===== config.mk =====
export PLATFORM = sky130hd
export DESIGN_NAME = sacd_ctrl
export DESIGN_NICKNAME = d
export VERILOG_FILES = /design/src/rtl/core/sacd_pkg.sv /design/src/rtl/core/sacd_ctrl.sv
export SDC_FILE = /design/constraint.sdc
export NUM_CORES = 1
export LEC_CHECK = 0
export BUFFER_PORTS_ARGS = -buffer_cell sky130_fd_sc_hd__buf_4
export CAP_MARGIN = 25
export CORE_AREA = 2 2 39 41
export CTS_BUF_LIST = sky130_fd_sc_hd__clkbuf_2
export DETAILED_ROUTE_END_ITERATION = 10
export DIE_AREA = 0 0 41 43
export GPL_ROUTABILITY_DRIVEN = 1
export PLACE_DENSITY = 0.36
export SETUP_SLACK_MARGIN = 0.02
export SYNTH_ARGS = -nofsm -noshare
export SYNTH_HDL_FRONTEND = slang
export SYNTH_SLANG_ARGS = --single-unit

===== constraint.sdc =====
create_clock -name clk -period 1.8 [get_ports clk]
set_input_delay 0.36 -clock clk [delete_from_list [all_inputs] [get_ports clk]]
set_output_delay 0.36 -clock clk [all_outputs]
set_load 0.02 [all_outputs]

===== src/rtl/core/sacd_pkg.sv =====
package sacd_pkg;

	localparam int SETS_DEF = 64;
	localparam int WAYS_DEF = 8;

	localparam int TAG_W   = 32;
	localparam int STAMP_W = 32;
	localparam int CNT_W   = 8;
	localparam int BYTES_W = 25;
	localparam int SLOT_W  = 9;

	localparam logic [BYTES_W-1:0] BLOCK_BYTES_RST = 25'd65536;

	// configuration register indexes
	localparam logic [0:0] REG_PF_FIRST    = 1'd0;
	localparam logic [0:0] REG_BLOCK_BYTES = 1'd1;

	// opcodes
	localparam logic [1:0] OP_READ     = 2'd0;
	localparam logic [1:0] OP_PREFETCH = 2'd1;
	localparam logic [1:0] OP_WRITE    = 2'd2;
	localparam logic [1:0] OP_RELEASE  = 2'd3;

	// way status
	localparam logic [1:0] ST_EMPTY = 2'd0;
	localparam logic [1:0] ST_RES   = 2'd1;
	localparam logic [1:0] ST_PRE   = 2'd2;
	localparam logic [1:0] ST_AVAIL = 2'd3;

	// outcomes
	localparam logic [2:0] OC_HIT      = 3'd0;
	localparam logic [2:0] OC_RESERVED = 3'd1;
	localparam logic [2:0] OC_PENDING  = 3'd2;
	localparam logic [2:0] OC_NOSPACE  = 3'd3;
	localparam logic [2:0] OC_STORED   = 3'd4;
	localparam logic [2:0] OC_NOTSTORE = 3'd5;
	localparam logic [2:0] OC_RELEASED = 3'd6;
	localparam logic [2:0] OC_OVERSIZE = 3'd7;

	// eviction kinds
	localparam logic [1:0] EV_NONE = 2'd0;
	localparam logic [1:0] EV_LRU  = 2'd1;
	localparam logic [1:0] EV_PF   = 2'd2;

	typedef struct packed {
		logic [1:0]         opcode;
		logic [31:0]        file_hash;
		logic [31:0]        file_id;
		logic [31:0]        block_number;
		logic [BYTES_W-1:0] request_bytes;
		logic               holds_reservation;
	} req_t;

	typedef struct packed {
		logic [2:0]        outcome;
		logic [SLOT_W-1:0] slot;
		logic              slot_valid;
		logic              hit_was_prefetched;
		logic [1:0]        evicted;
		logic              count_underflow;
	} rsp_t;

	// controller to datapath
	typedef struct packed {
		logic capture;
		logic clear;
		logic read;
		logic update;
	} cmd_t;

	// datapath to controller
	typedef struct packed {
		logic clear_done;
	} sts_t;

endpackage


===== src/rtl/core/sacd_ctrl.sv =====
module sacd_ctrl (
	input  logic              clk,
	input  logic              arst_n,
	input  logic              in_valid,
	output logic              in_ready,
	output logic              out_valid,
	input  logic              out_ready,
	output sacd_pkg::cmd_t    cmd,
	input  sacd_pkg::sts_t    sts
);

	localparam logic [1:0] S_CLEAR = 2'd0;
	localparam logic [1:0] S_IDLE  = 2'd1;
	localparam logic [1:0] S_READ  = 2'd2;
	localparam logic [1:0] S_UPD   = 2'd3;

	logic [1:0] state_q;
	logic       out_valid_q;

	// output register frees when taken
	logic out_free;
	assign out_free = !out_valid_q || out_ready;
	assign out_valid = out_valid_q;
	assign in_ready = (state_q == S_IDLE);

	always_comb begin
		cmd.capture = (state_q == S_IDLE) && in_valid;
		cmd.clear   = (state_q == S_CLEAR);
		cmd.read    = (state_q == S_READ);
		cmd.update  = (state_q == S_UPD) && out_free;
	end

	// sequencer
	always_ff @(posedge clk or negedge arst_n) begin
		if (!arst_n) begin
			state_q <= S_CLEAR;
		end else begin
			unique case (state_q)
				S_CLEAR: if (sts.clear_done) state_q <= S_IDLE;
				S_IDLE:  if (in_valid) state_q <= S_READ;
				S_READ:  state_q <= S_UPD;
				S_UPD:   if (out_free) state_q <= S_IDLE;
				default: state_q <= S_CLEAR;
			endcase
		end
	end

	// result valid
	always_ff @(posedge clk or negedge arst_n) begin
		if (!arst_n) begin
			out_valid_q <= 1'b0;
		end else if (cmd.update) begin
			out_valid_q <= 1'b1;
		end else if (out_ready) begin
			out_valid_q <= 1'b0;
		end
	end

endmodule


==> Implementation_results.wiki, run 1 <==
{| class="wikitable"
! Metric !! Value
|-
| Result of the run || complete, no violations
|-
| Worst path required time || about 1.4 ns
|-
| Max Cap Viol || 0
|-
| Worst setup path category || reg -> out
|-
| Core ar. || 1380 um2
|-
| Number of inserted diodes || 0
|-
| CTS tree || built
|-
| Max transition margin || 86.1%
|-
| Ratio of total power to cell area || 1720 nW/um2
|-
| Remaining DRCs || 0
|-
| Class of the most critical hold timing path || in -> reg
|-
| Max Clock Freq || roughly 660 MHz
|-
| Number of nets in the layout || 46
|-
| I/O pin total || 11
|-
| Clock sink count || 3
|-
| DRT Pass-1 Iters || 2
|-
| Clk Latency, worst-skew pair || about 0.20 ns
|-
| Vias in the first global route || 181
|-
| Post-synthesis instance area || 225 um2
|-
| Post-route non-filler standard cell count || 51
|-
| Dpl ws || 0.327 ns
|-
| Placement Rows || 14
|-
| Maximum number of pins on one net before global-route repair || 5
|-
| Via count of the routed design || 179
|-
| Yosys synthesis warning count || 0
|-
| Die X || 41 um
|-
| Placer's final routability congestion estimate || 0.602
|-
| Total nets after synthesis || 30
|-
| Number of buffers on the longest clock path || 2
|-
| H-Tree Level Count || 1
|-
| Maximum cell stage delay along the critical path || 0.38 ns
|-
| Critical path arrival || roughly 1.2 ns
|-
| Element type at the critical path start || flop
|-
| Final Cycle Share || 84.6%
|-
| Master of the slowest instance on the critical path || sky130_fd_sc_hd__dfrtp_1
|-
| Total wire length after detailed routing || 415 um
|-
| Clk Tree Root Cell || sky130_fd_sc_hd__clkbuf_2
|-
| Dominant combinational cell family by area after synthesis || adder cells
|-
| Minimum clock period || 1.52 ns
|-
| Final design area excluding fillers || 350 um2
|-
| Die Outline Area || 1760 um2
|-
| Via count normalized by instance count || ~3.5
|-
| Setup TNS || 0 ns
|-
| Avg WL per Cell || 8.14 um
|-
| Count of antenna-violating nets left after detailed routing || 0
|-
| Total track usage || 6.33%
|-
| Multiplexer share of the synthesized area || around a tenth
|-
| Gr ovfl total || 0
|-
| Most frequent standard cell in the layout excluding fill and tap cells || sky130_fd_sc_hd__buf_4
|-
| Post-route worst setup slack || between 0.2 and 0.3 ns
|-
| Slew at the pin closest to its max-slew limit || 0.208 ns
|-
| Global-route wire length before repair || 710 um
|-
| Height of the die || 43 um
|-
| Most frequent cells in the layout || sky130_fd_sc_hd__buf_4, sky130_fd_sc_hd__ha_1, sky130_fd_sc_hd__inv_1, sky130_fd_sc_hd__clkbuf_2, sky130_fd_sc_hd__dfrtp_1
|-
| Area overhead of the layout relative to synthesis || 55.6%
|-
| Mean cell area of the mapped netlist || 11.3 um2
|-
| Instance area after placement || 320 um2
|-
| Number of buffer cells added on primary ports || 10
|-
| Area share of xor/xnor cells in the synthesized design || 0%
|-
| Yosys reg bits || 3
|-
| Fin. max-slew vios || 0
|-
| Critical Path, Cell by Cell || inv_1, ha_1, and2_1, buf_4
|-
| Number of cells in the design after placement || 46
|-
| Resized cells post-CTS || 0
|-
| Synth Instances || 20
|-
| Area fraction in compound gates after synthesis || under 10%
|-
| Count of cell types in the netlist || 10
|-
| Critical path capture point type || output port
|-
| Setup repair after global routing missed its margin || false
|-
| CTS Buf Count || 3
|-
| Arithmetic-cell share of the synthesized area counting full adders, half adders and majority gates || 27.8%
|-
| Initial Util || between 10% and 20%
|-
| Final-report hold violation count || 0
|-
| Sequential share of the synthesized area || 33.3%
|-
| Clock slew at reported path FFs || roughly 0.040 ns
|-
| Peak supply drop || approximately 260 uV
|-
| Simple-gate share of the synthesized area || 16.1%
|-
| Fin Clk Skew || 0.00426 ns
|-
| Share of post-route cells with drive strength above 1 || 45.7%
|-
| Maximum net fanout on the critical path || 4
|-
| Number of antenna violations at the first check in global routing || 0
|-
| Final setup viols || 0
|-
| Static leakage || 0.193 nW
|-
| Starting DRC count in detailed routing || 1
|}
## sequential cells by signal, indices dropped and copies added (netlist names)
register,flops
out_valid,1
state_q,2
## cell type report
type,count,area [um2]
flip-flops and latches,3,75.1
fillers,154,1030
inverters,4,15.0
multi-input cells,13,135
clock buffers,4,20.0
repair buffers,11,85.1
well taps,16,20.0
## per-layer routing
layer / vias up / share of wire [%] / routed length, um / global-route usage, %
li1: 91 / - / - / -
met5: - / 0 / 0 / 0
met1: 81 / 39 / 160 / 6.77
met4: 0 / 0 / 0 / 2.00
met2: 7 / 50 / 208 / 8.44
met3: 0 / 11 / 45 / 6.28
## critical path, delay by kind of cell, from the launching register on
kind | cells | cell delay, ns
adder cells (fa/ha/maj) | 1 | 0.21
buffers and inverters | 2 | 0.24
flip-flops | 1 | 0.38
AND/OR/NAND/NOR | 1 | 0.14
## synth_stat cells
master	number	area, um2
sky130_fd_sc_hd__ha_1	5	62.6
sky130_fd_sc_hd__inv_1	4	15.0
sky130_fd_sc_hd__dfrtp_1	3	75.1
sky130_fd_sc_hd__and2_1	2	12.5
sky130_fd_sc_hd__mux2_1	1	11.3
sky130_fd_sc_hd__mux2i_1	1	10.0
sky130_fd_sc_hd__nand2_1	1	3.75
sky130_fd_sc_hd__nand2b_1	1	6.26
sky130_fd_sc_hd__nand2b_4	1	13.8
sky130_fd_sc_hd__o221ai_2	1	15.0
## path summary, 6_finish.rpt
path / endpoint / cells after the start / startpoint / slack (ns)
min in group asynchronous: state_q[0]$_DFFE_PN0P_ / 2 / arst_n / 0.49
worst max register to register: state_q[1]$_DFFE_PN0P_ / 5 / state_q[1]$_DFFE_PN0P_ / 0.35
max in group asynchronous: state_q[1]$_DFFE_PN0P_ / 2 / arst_n / 1.22
worst min register to register: out_valid$_DFFE_PN0P_ / 2 / out_valid$_DFFE_PN0P_ / 0.54
worst max-delay path: cmd[3] / 4 / state_q[1]$_DFFE_PN0P_ / 0.28
worst min-delay path: out_valid$_DFFE_PN0P_ / 3 / out_ready / 0.45
## report_power, final
group / switching (mW) / internal (mW)
Combinational: 0.197 / 0.171
Sequential: 0.0358 / 0.104
Clock: 0.0352 / 0.0587
## cells by family (layout without fill, tap and decap cells)
logic type,count (synthesis),after routing
flops,3,3
buf+inv,4,19
fa+ha+maj,5,5
simple gates,5,5
compound gates,1,1
mux,2,2
## stage by stage
stage | power (mW) | hold WS, ns | util, %
2_1_floorplan | 0.388 | 0.0644 | -
4_1_cts | 0.621 | 0.436 | 25.3
6_report | 0.602 | 0.445 | 25.3
3_5_place_dp | 0.521 | 0.153 | 23.1
5_1_grt | 0.675 | 0.445 | 25.3
3_3_place_gp | 0.521 | 0.152 | 23.1
## what timing repair did
action / 4_1_cts / 5_1_grt
hold buffers: 1 / 0
endpoints found under the setup margin: 0 / 0
buffers inserted: 0 / 0
hold endpoints to repair: 3 / 0
(Power assumes the default switching activity.)
==> inputs of run 2 (changes only) <==
- clock period: 1.8 -> 1.5 ns (I/O delays scaled with it)
==> Implementation_results.wiki, run 2 (same netlist as run 1, synthesis figures left out) <==
{| class="wikitable"
! Metric !! Value
|-
| Share of post-route cells with drive strength above 1 || 52.8%
|-
| Number of buffers on the longest clock path || 2
|-
| FF-to-FF setup slack || 0.10 ns
|-
| Starting DRC count in detailed routing || 3
|-
| Clock slew at reported path FFs || 0.04 ns
|-
| Worst hold path endpoint || out_valid$_DFFE_PN0P_
|-
| Final Total Pwr || 0.753 mW
|-
| Static leakage || 0.196 nW
|-
| Max Cap Viol || 0
|-
| Max FFs per register || 2
|-
| Final Cycle Share || 95.2%
|-
| Via count normalized by instance count || 3.54
|-
| Via count of the routed design || 184
|-
| Peak supply drop || approximately 350 uV
|-
| Met2 usage in global routing || 8.13%
|-
| Register with the most flip-flops || state_q
|-
| Core ar. || 1380 um2
|-
| Remaining DRCs || 0
|-
| Element type at the critical path start || flop
|-
| Clk Tree Root Cell || sky130_fd_sc_hd__clkbuf_2
|-
| Gr ovfl total || 0
|-
| Instance area after placement || 323 um2
|-
| Most frequent standard cell in the layout excluding fill and tap cells || sky130_fd_sc_hd__buf_4
|-
| Class of the most critical hold timing path || in -> reg
|-
| Number of cells in the design after placement || 46
|-
| Number of antenna violations at the first check in global routing || 0
|-
| Met3 demand-to-capacity share in global routing || 7.85%
|-
| H-Tree Level Count || 1
|-
| Critical path arrival || 1.13 ns
|-
| Number of buffer cells added on primary ports || 10
|-
| Die X || slightly above 40 um
|-
| Max transition margin || 86.0%
|-
| Minimum clock period || 1.43 ns
|-
| Critical path capture point type || output port
|-
| Fin. max-slew vios || 0
|-
| Max Clock Freq || about 700 MHz
|-
| Placement Rows || 14
|-
| Post-route worst setup slack || 0.0724 ns
|-
| Number of stages on the worst hold path || 3
|-
| Final design area excluding fillers || approximately 360 um2
|-
| Result of the run || complete, no violations
|-
| GRT Max-Usage Layer || met2
|-
| Initial Util || between 10% and 20%
|-
| Worst path required time || 1.20 ns
|-
| Crit path launch || state_q[1]$_DFFE_PN0P_
|-
| Dpl ws || 0.0499 ns
|-
| Maximum cell stage delay along the critical path || 0.41 ns
|-
| Avg WL per Cell || 7.83 um
|-
| Height of the die || 43 um
|-
| Fill cell instance count of the final layout || 161
|-
| Total track usage || 6.34%
|-
| Endpoint of the worst-slack reg-to-reg timing path || state_q[1]$_DFFE_PN0P_
|-
| Critical Path, Cell by Cell || inv_2, ha_2, and2_1, buf_6
|-
| Ratio of total power to cell area || just over 2000 nW/um2
|-
| I/O pin total || 11
|-
| CTS Buf Count || 3
|-
| Launch point of the worst reg-to-reg path || state_q[1]$_DFFE_PN0P_
|-
| Slew at the pin closest to its max-slew limit || ~0.21 ns
|-
| Final-report hold violation count || 0
|-
| Number of inserted diodes || 0
|-
| Total wire length after detailed routing || 407 um
|-
| Count of antenna-violating nets left after detailed routing || 0
|-
| Most frequent cells in the layout || sky130_fd_sc_hd__buf_4, sky130_fd_sc_hd__ha_1, sky130_fd_sc_hd__clkbuf_2, sky130_fd_sc_hd__inv_1, sky130_fd_sc_hd__dfrtp_1
|-
| Maximum number of pins on one net before global-route repair || 5
|-
| Number of nets in the layout || 47
|-
| Master of the slowest instance on the critical path || sky130_fd_sc_hd__dfrtp_1
|-
| GR Layer Usage met1 || 5.19%
|-
| Fin Clk Skew || 0.00172 ns
|-
| CTS tree || built
|-
| Maximum net fanout on the critical path || 4
|-
| Worst Min Path Start || out_ready
|-
| Depth of the worst register-to-register path || 5
|-
| Placer's final routability congestion estimate || 0.625
|-
| Clock sink count || 3
|-
| DRT Pass-1 Iters || 2
|-
| Worst setup path category || reg -> out
|-
| Post-route non-filler standard cell count || 52
|-
| Final setup viols || 0
|-
| Clk Latency, worst-skew pair || 0.20 ns
|-
| Area overhead of the layout relative to synthesis || 61.7%
|-
| Global-route wire length before repair || 648 um
|-
| Vias in the first global route || 170
|-
| Setup repair after global routing missed its margin || true
|-
| Die Outline Area || 1760 um2
|}
-- run 2: cell count changes in the layout (fill, tap and decap cells not counted) --
| cell | delta |
|---|---|
| sky130_fd_sc_hd__ha_1 | -1 |
| sky130_fd_sc_hd__buf_6 | +1 |
| sky130_fd_sc_hd__ha_2 | +1 |
| sky130_fd_sc_hd__inv_1 | -1 |
| sky130_fd_sc_hd__inv_2 | +1 |
-- run 2: power by group --
| group | internal, mW | leakage, nW | switching [mW] |
|---|---|---|---|
| sequential | 0.125 | 0.0341 | 0.0458 |
| clock | 0.0703 | 0.0166 | 0.0413 |
| combinational | 0.228 | 0.145 | 0.243 |
-- run 2: critical path, delay by kind of cell, from the launching register on --
kind          cells  cell delay, ns
flops             1            0.41
buf+inv           2            0.21
fa+ha+maj         1            0.18
simple gates      1            0.14
-- run 2: routing by layer --
metal	vias to the layer above	routed length (um)
li1	94	-
met2	8	205
met5	-	0
met3	0	49
met1	82	152
met4	0	0
-- run 2: through the flow --
| step | utilization (%) | hold slack (ns) | setup TNS [ns] |
|---|---|---|---|
| after global routing | 26.3 | 0.387 | -0.00619 |
| after global placement | 23.3 | 0.0899 | 0 |
| after floorplan | - | 0.00441 | 0 |
| after CTS | 25.5 | 0.379 | 0 |
| after detailed placement | 23.3 | 0.0892 | 0 |
| final | 26.3 | 0.388 | 0 |
-- run 2: area by class of cell --
class                      count  area (um2)  share of cell area (%)
timing repair buffer          12        96.3                    26.5
tap                           16        20.0                    5.50
inverter                       4        15.0                    4.12
clock buffer                   4        20.0                    5.50
multi-input combinational     13         138                    37.8
sequential                     3        75.1                    20.6
-- run 2: timing repair --
item,4_1_cts,5_1_grt
resized for setup,1,1
setup endpoints to repair,1,3
hold buffers,1,0
hold endpoints to repair,3,0
pin swaps,0,0
setup buffers,0,1
-- run 2: worst max-delay path by stage --
stage	endpoint	slack, ns	cells past startpoint
floorplan	state_q[1]$_DFFE_PN0P_	0.04	5
global placement	state_q[1]$_DFFE_PN0P_	0.05	5
detailed placement	state_q[1]$_DFFE_PN0P_	0.05	5
CTS	cmd[3]	0.04	4
global route	cmd[3]	-0.006	4
finish	cmd[3]	0.07	4
==> inputs of run 3 (changes only) <==
- RECOVER_POWER: unset -> 25
==> Implementation_results.wiki, run 3 (same netlist as run 1, synthesis figures left out) <==
{| class="wikitable"
! Metric !! Value
|-
| Core ar. || around 1400 um2
|-
| Clock slew at reported path FFs || 0.04 ns
|-
| Die Outline Area || roughly 1800 um2
|-
| Post-route non-filler standard cell count || 52
|-
| Total wire length after detailed routing || 405 um
|-
| Initial Util || 16.3%
|-
| Max Cap Viol || 0
|-
| Total track usage || 6.34%
|-
| Maximum net fanout on the critical path || 4
|-
| Static leakage || 0.192 nW
|-
| Starting DRC count in detailed routing || 3
|-
| Element type at the critical path start || flop
|-
| Gr ovfl total || 0
|-
| Height of the die || approximately 43 um
|-
| Sequential cell area in the final layout || between 70 and 80 um2
|-
| Number of cells in the design after placement || 46
|-
| H-Tree Level Count || 1
|-
| Max transition margin || 86.0%
|-
| Most frequent standard cell in the layout excluding fill and tap cells || sky130_fd_sc_hd__buf_4
|-
| CTS tree || built
|-
| Clk Tree Root Cell || sky130_fd_sc_hd__clkbuf_2
|-
| Via count normalized by instance count || 3.54
|-
| Setup repair after global routing missed its margin || true
|-
| Avg WL per Cell || 7.79 um
|-
| Critical Path, Cell by Cell || inv_2, ha_2, and2_1, buf_6
|-
| Placer's final routability congestion estimate || 0.625
|-
| Result of the run || complete, no violations
|-
| Final Cycle Share || between 90% and 100%
|-
| Util after Layout || between 20% and 30%
|-
| Sum of buffers and inverters on the critical path || 2
|-
| Critical path capture point type || output port
|-
| Slew at the pin closest to its max-slew limit || 0.210 ns
|-
| Worst path required time || 1.20 ns
|-
| Master of the slowest instance on the critical path || sky130_fd_sc_hd__dfrtp_1
|-
| Final-report hold violation count || 0
|-
| Fin Clk Skew || around 0.0017 ns
|-
| Fill cell instance count of the final layout || 163
|-
| Ratio of total power to cell area || 2090 nW/um2
|-
| Maximum number of pins on one net before global-route repair || 5
|-
| Class of the most critical hold timing path || in -> reg
|-
| Number of inserted diodes || 0
|-
| Register with the most flip-flops || state_q
|-
| Vias in the first global route || 170
|-
| Peak supply drop || roughly 350 uV
|-
| Max Clock Freq || 700 MHz
|-
| Max FFs per register || 2
|-
| Number of buffer cells added on primary ports || 10
|-
| Remaining DRCs || 0
|-
| Placement Rows || 14
|-
| Number of buffers on the longest clock path || 2
|-
| Number of antenna violations at the first check in global routing || 0
|-
| Final design area excluding fillers || 360 um2
|-
| Worst hold slack after final layout || 0.388 ns
|-
| Dpl ws || 0.0499 ns
|-
| Number of nets in the layout || 47
|-
| Most frequent cells in the layout || sky130_fd_sc_hd__buf_4, sky130_fd_sc_hd__ha_1, sky130_fd_sc_hd__clkbuf_2, sky130_fd_sc_hd__inv_1, sky130_fd_sc_hd__dfrtp_1
|-
| Via count of the routed design || 184
|-
| Worst setup path category || reg -> out
|-
| Final setup viols || 0
|-
| Die X || ~41 um
|-
| CTS Buf Count || 3
|-
| Post-route worst setup slack || 0.0724 ns
|-
| Global-route wire length before repair || between 600 and 700 um
|-
| Share of post-route cells with drive strength above 1 || 50.0%
|-
| Area of the multi-input gates || about 140 um2
|-
| Count of antenna-violating nets left after detailed routing || 0
|-
| DRT Pass-1 Iters || 2
|-
| Cell family with most CP delay || flip-flops
|-
| Fin. max-slew vios || 0
|-
| Minimum clock period || ~1.4 ns
|-
| I/O pin total || 11
|-
| Area overhead of the layout relative to synthesis || 60.0%
|-
| Clk Latency, worst-skew pair || roughly 0.20 ns
|-
| Critical path arrival || ~1.1 ns
|-
| Maximum cell stage delay along the critical path || 0.41 ns
|-
| Instance area after placement || between 300 and 400 um2
|-
| Clock sink count || 3
|}
-- run 3: report_power, final --
part	internal [mW]	leakage (nW)	switching, mW
Clock	0.0703	0.0166	0.0413
Sequential	0.125	0.0341	0.0458
Combinational	0.227	0.142	0.243
Total	0.422	0.192	0.330
-- run 3: final cells by class --
| cell class | count | share of cell area [%] |
|---|---|---|
| clock buffers | 4 | 5.56 |
| inverters | 4 | 4.17 |
| multi-input cells | 13 | 38.2 |
| flip-flops and latches | 3 | 20.8 |
| well taps | 16 | 5.56 |
| repair buffers | 12 | 25.7 |
-- run 3: timing repair --
item / 4_1_cts / 5_1_grt
setup buffers: 0 / 1
gates resized for setup: 1 / 1
endpoints found under the setup margin: 1 / 3
hold buffers: 1 / 0
endpoints found under the hold margin: 3 / 0
-- run 3: final timing paths --
path                                             start                      to  slack [ns]  cells after the start
worst max-delay path            state_q[1]$_DFFE_PN0P_                  cmd[3]        0.07                      4
worst min-delay path                         out_ready   out_valid$_DFFE_PN0P_        0.39                      3
worst max register to register  state_q[1]$_DFFE_PN0P_  state_q[1]$_DFFE_PN0P_        0.10                      5
worst min register to register   out_valid$_DFFE_PN0P_   out_valid$_DFFE_PN0P_        0.55                      2
max in group asynchronous                       arst_n  state_q[0]$_DFFE_PN0P_        0.92                      2
min in group asynchronous                       arst_n   out_valid$_DFFE_PN0P_        0.43                      2
-- run 3: metal layers --
| layer | GRT usage (%) | wire length (um) |
|---|---|---|
| met5 | 0 | 0 |
| met2 | 8.13 | 205 |
| met3 | 7.85 | 49 |
| met4 | 4.00 | 0 |
| met1 | 5.19 | 151 |
-- run 3: worst register-to-register path, cell delays in order (launching register included) --
cell	delay, ns
sky130_fd_sc_hd__dfrtp_1	0.41
sky130_fd_sc_hd__inv_2	0.09
sky130_fd_sc_hd__ha_2	0.18
sky130_fd_sc_hd__inv_1	0.05
sky130_fd_sc_hd__o221ai_2	0.22
sky130_fd_sc_hd__mux2_1	0.34
-- run 3: per-stage QoR --
step | setup TNS (ns) | power (mW)
finish | 0 | 0.752
global route | -0.00619 | 0.832
CTS | 0 | 0.752
detailed placement | 0 | 0.625
global placement | 0 | 0.626
floorplan | 0 | 0.470
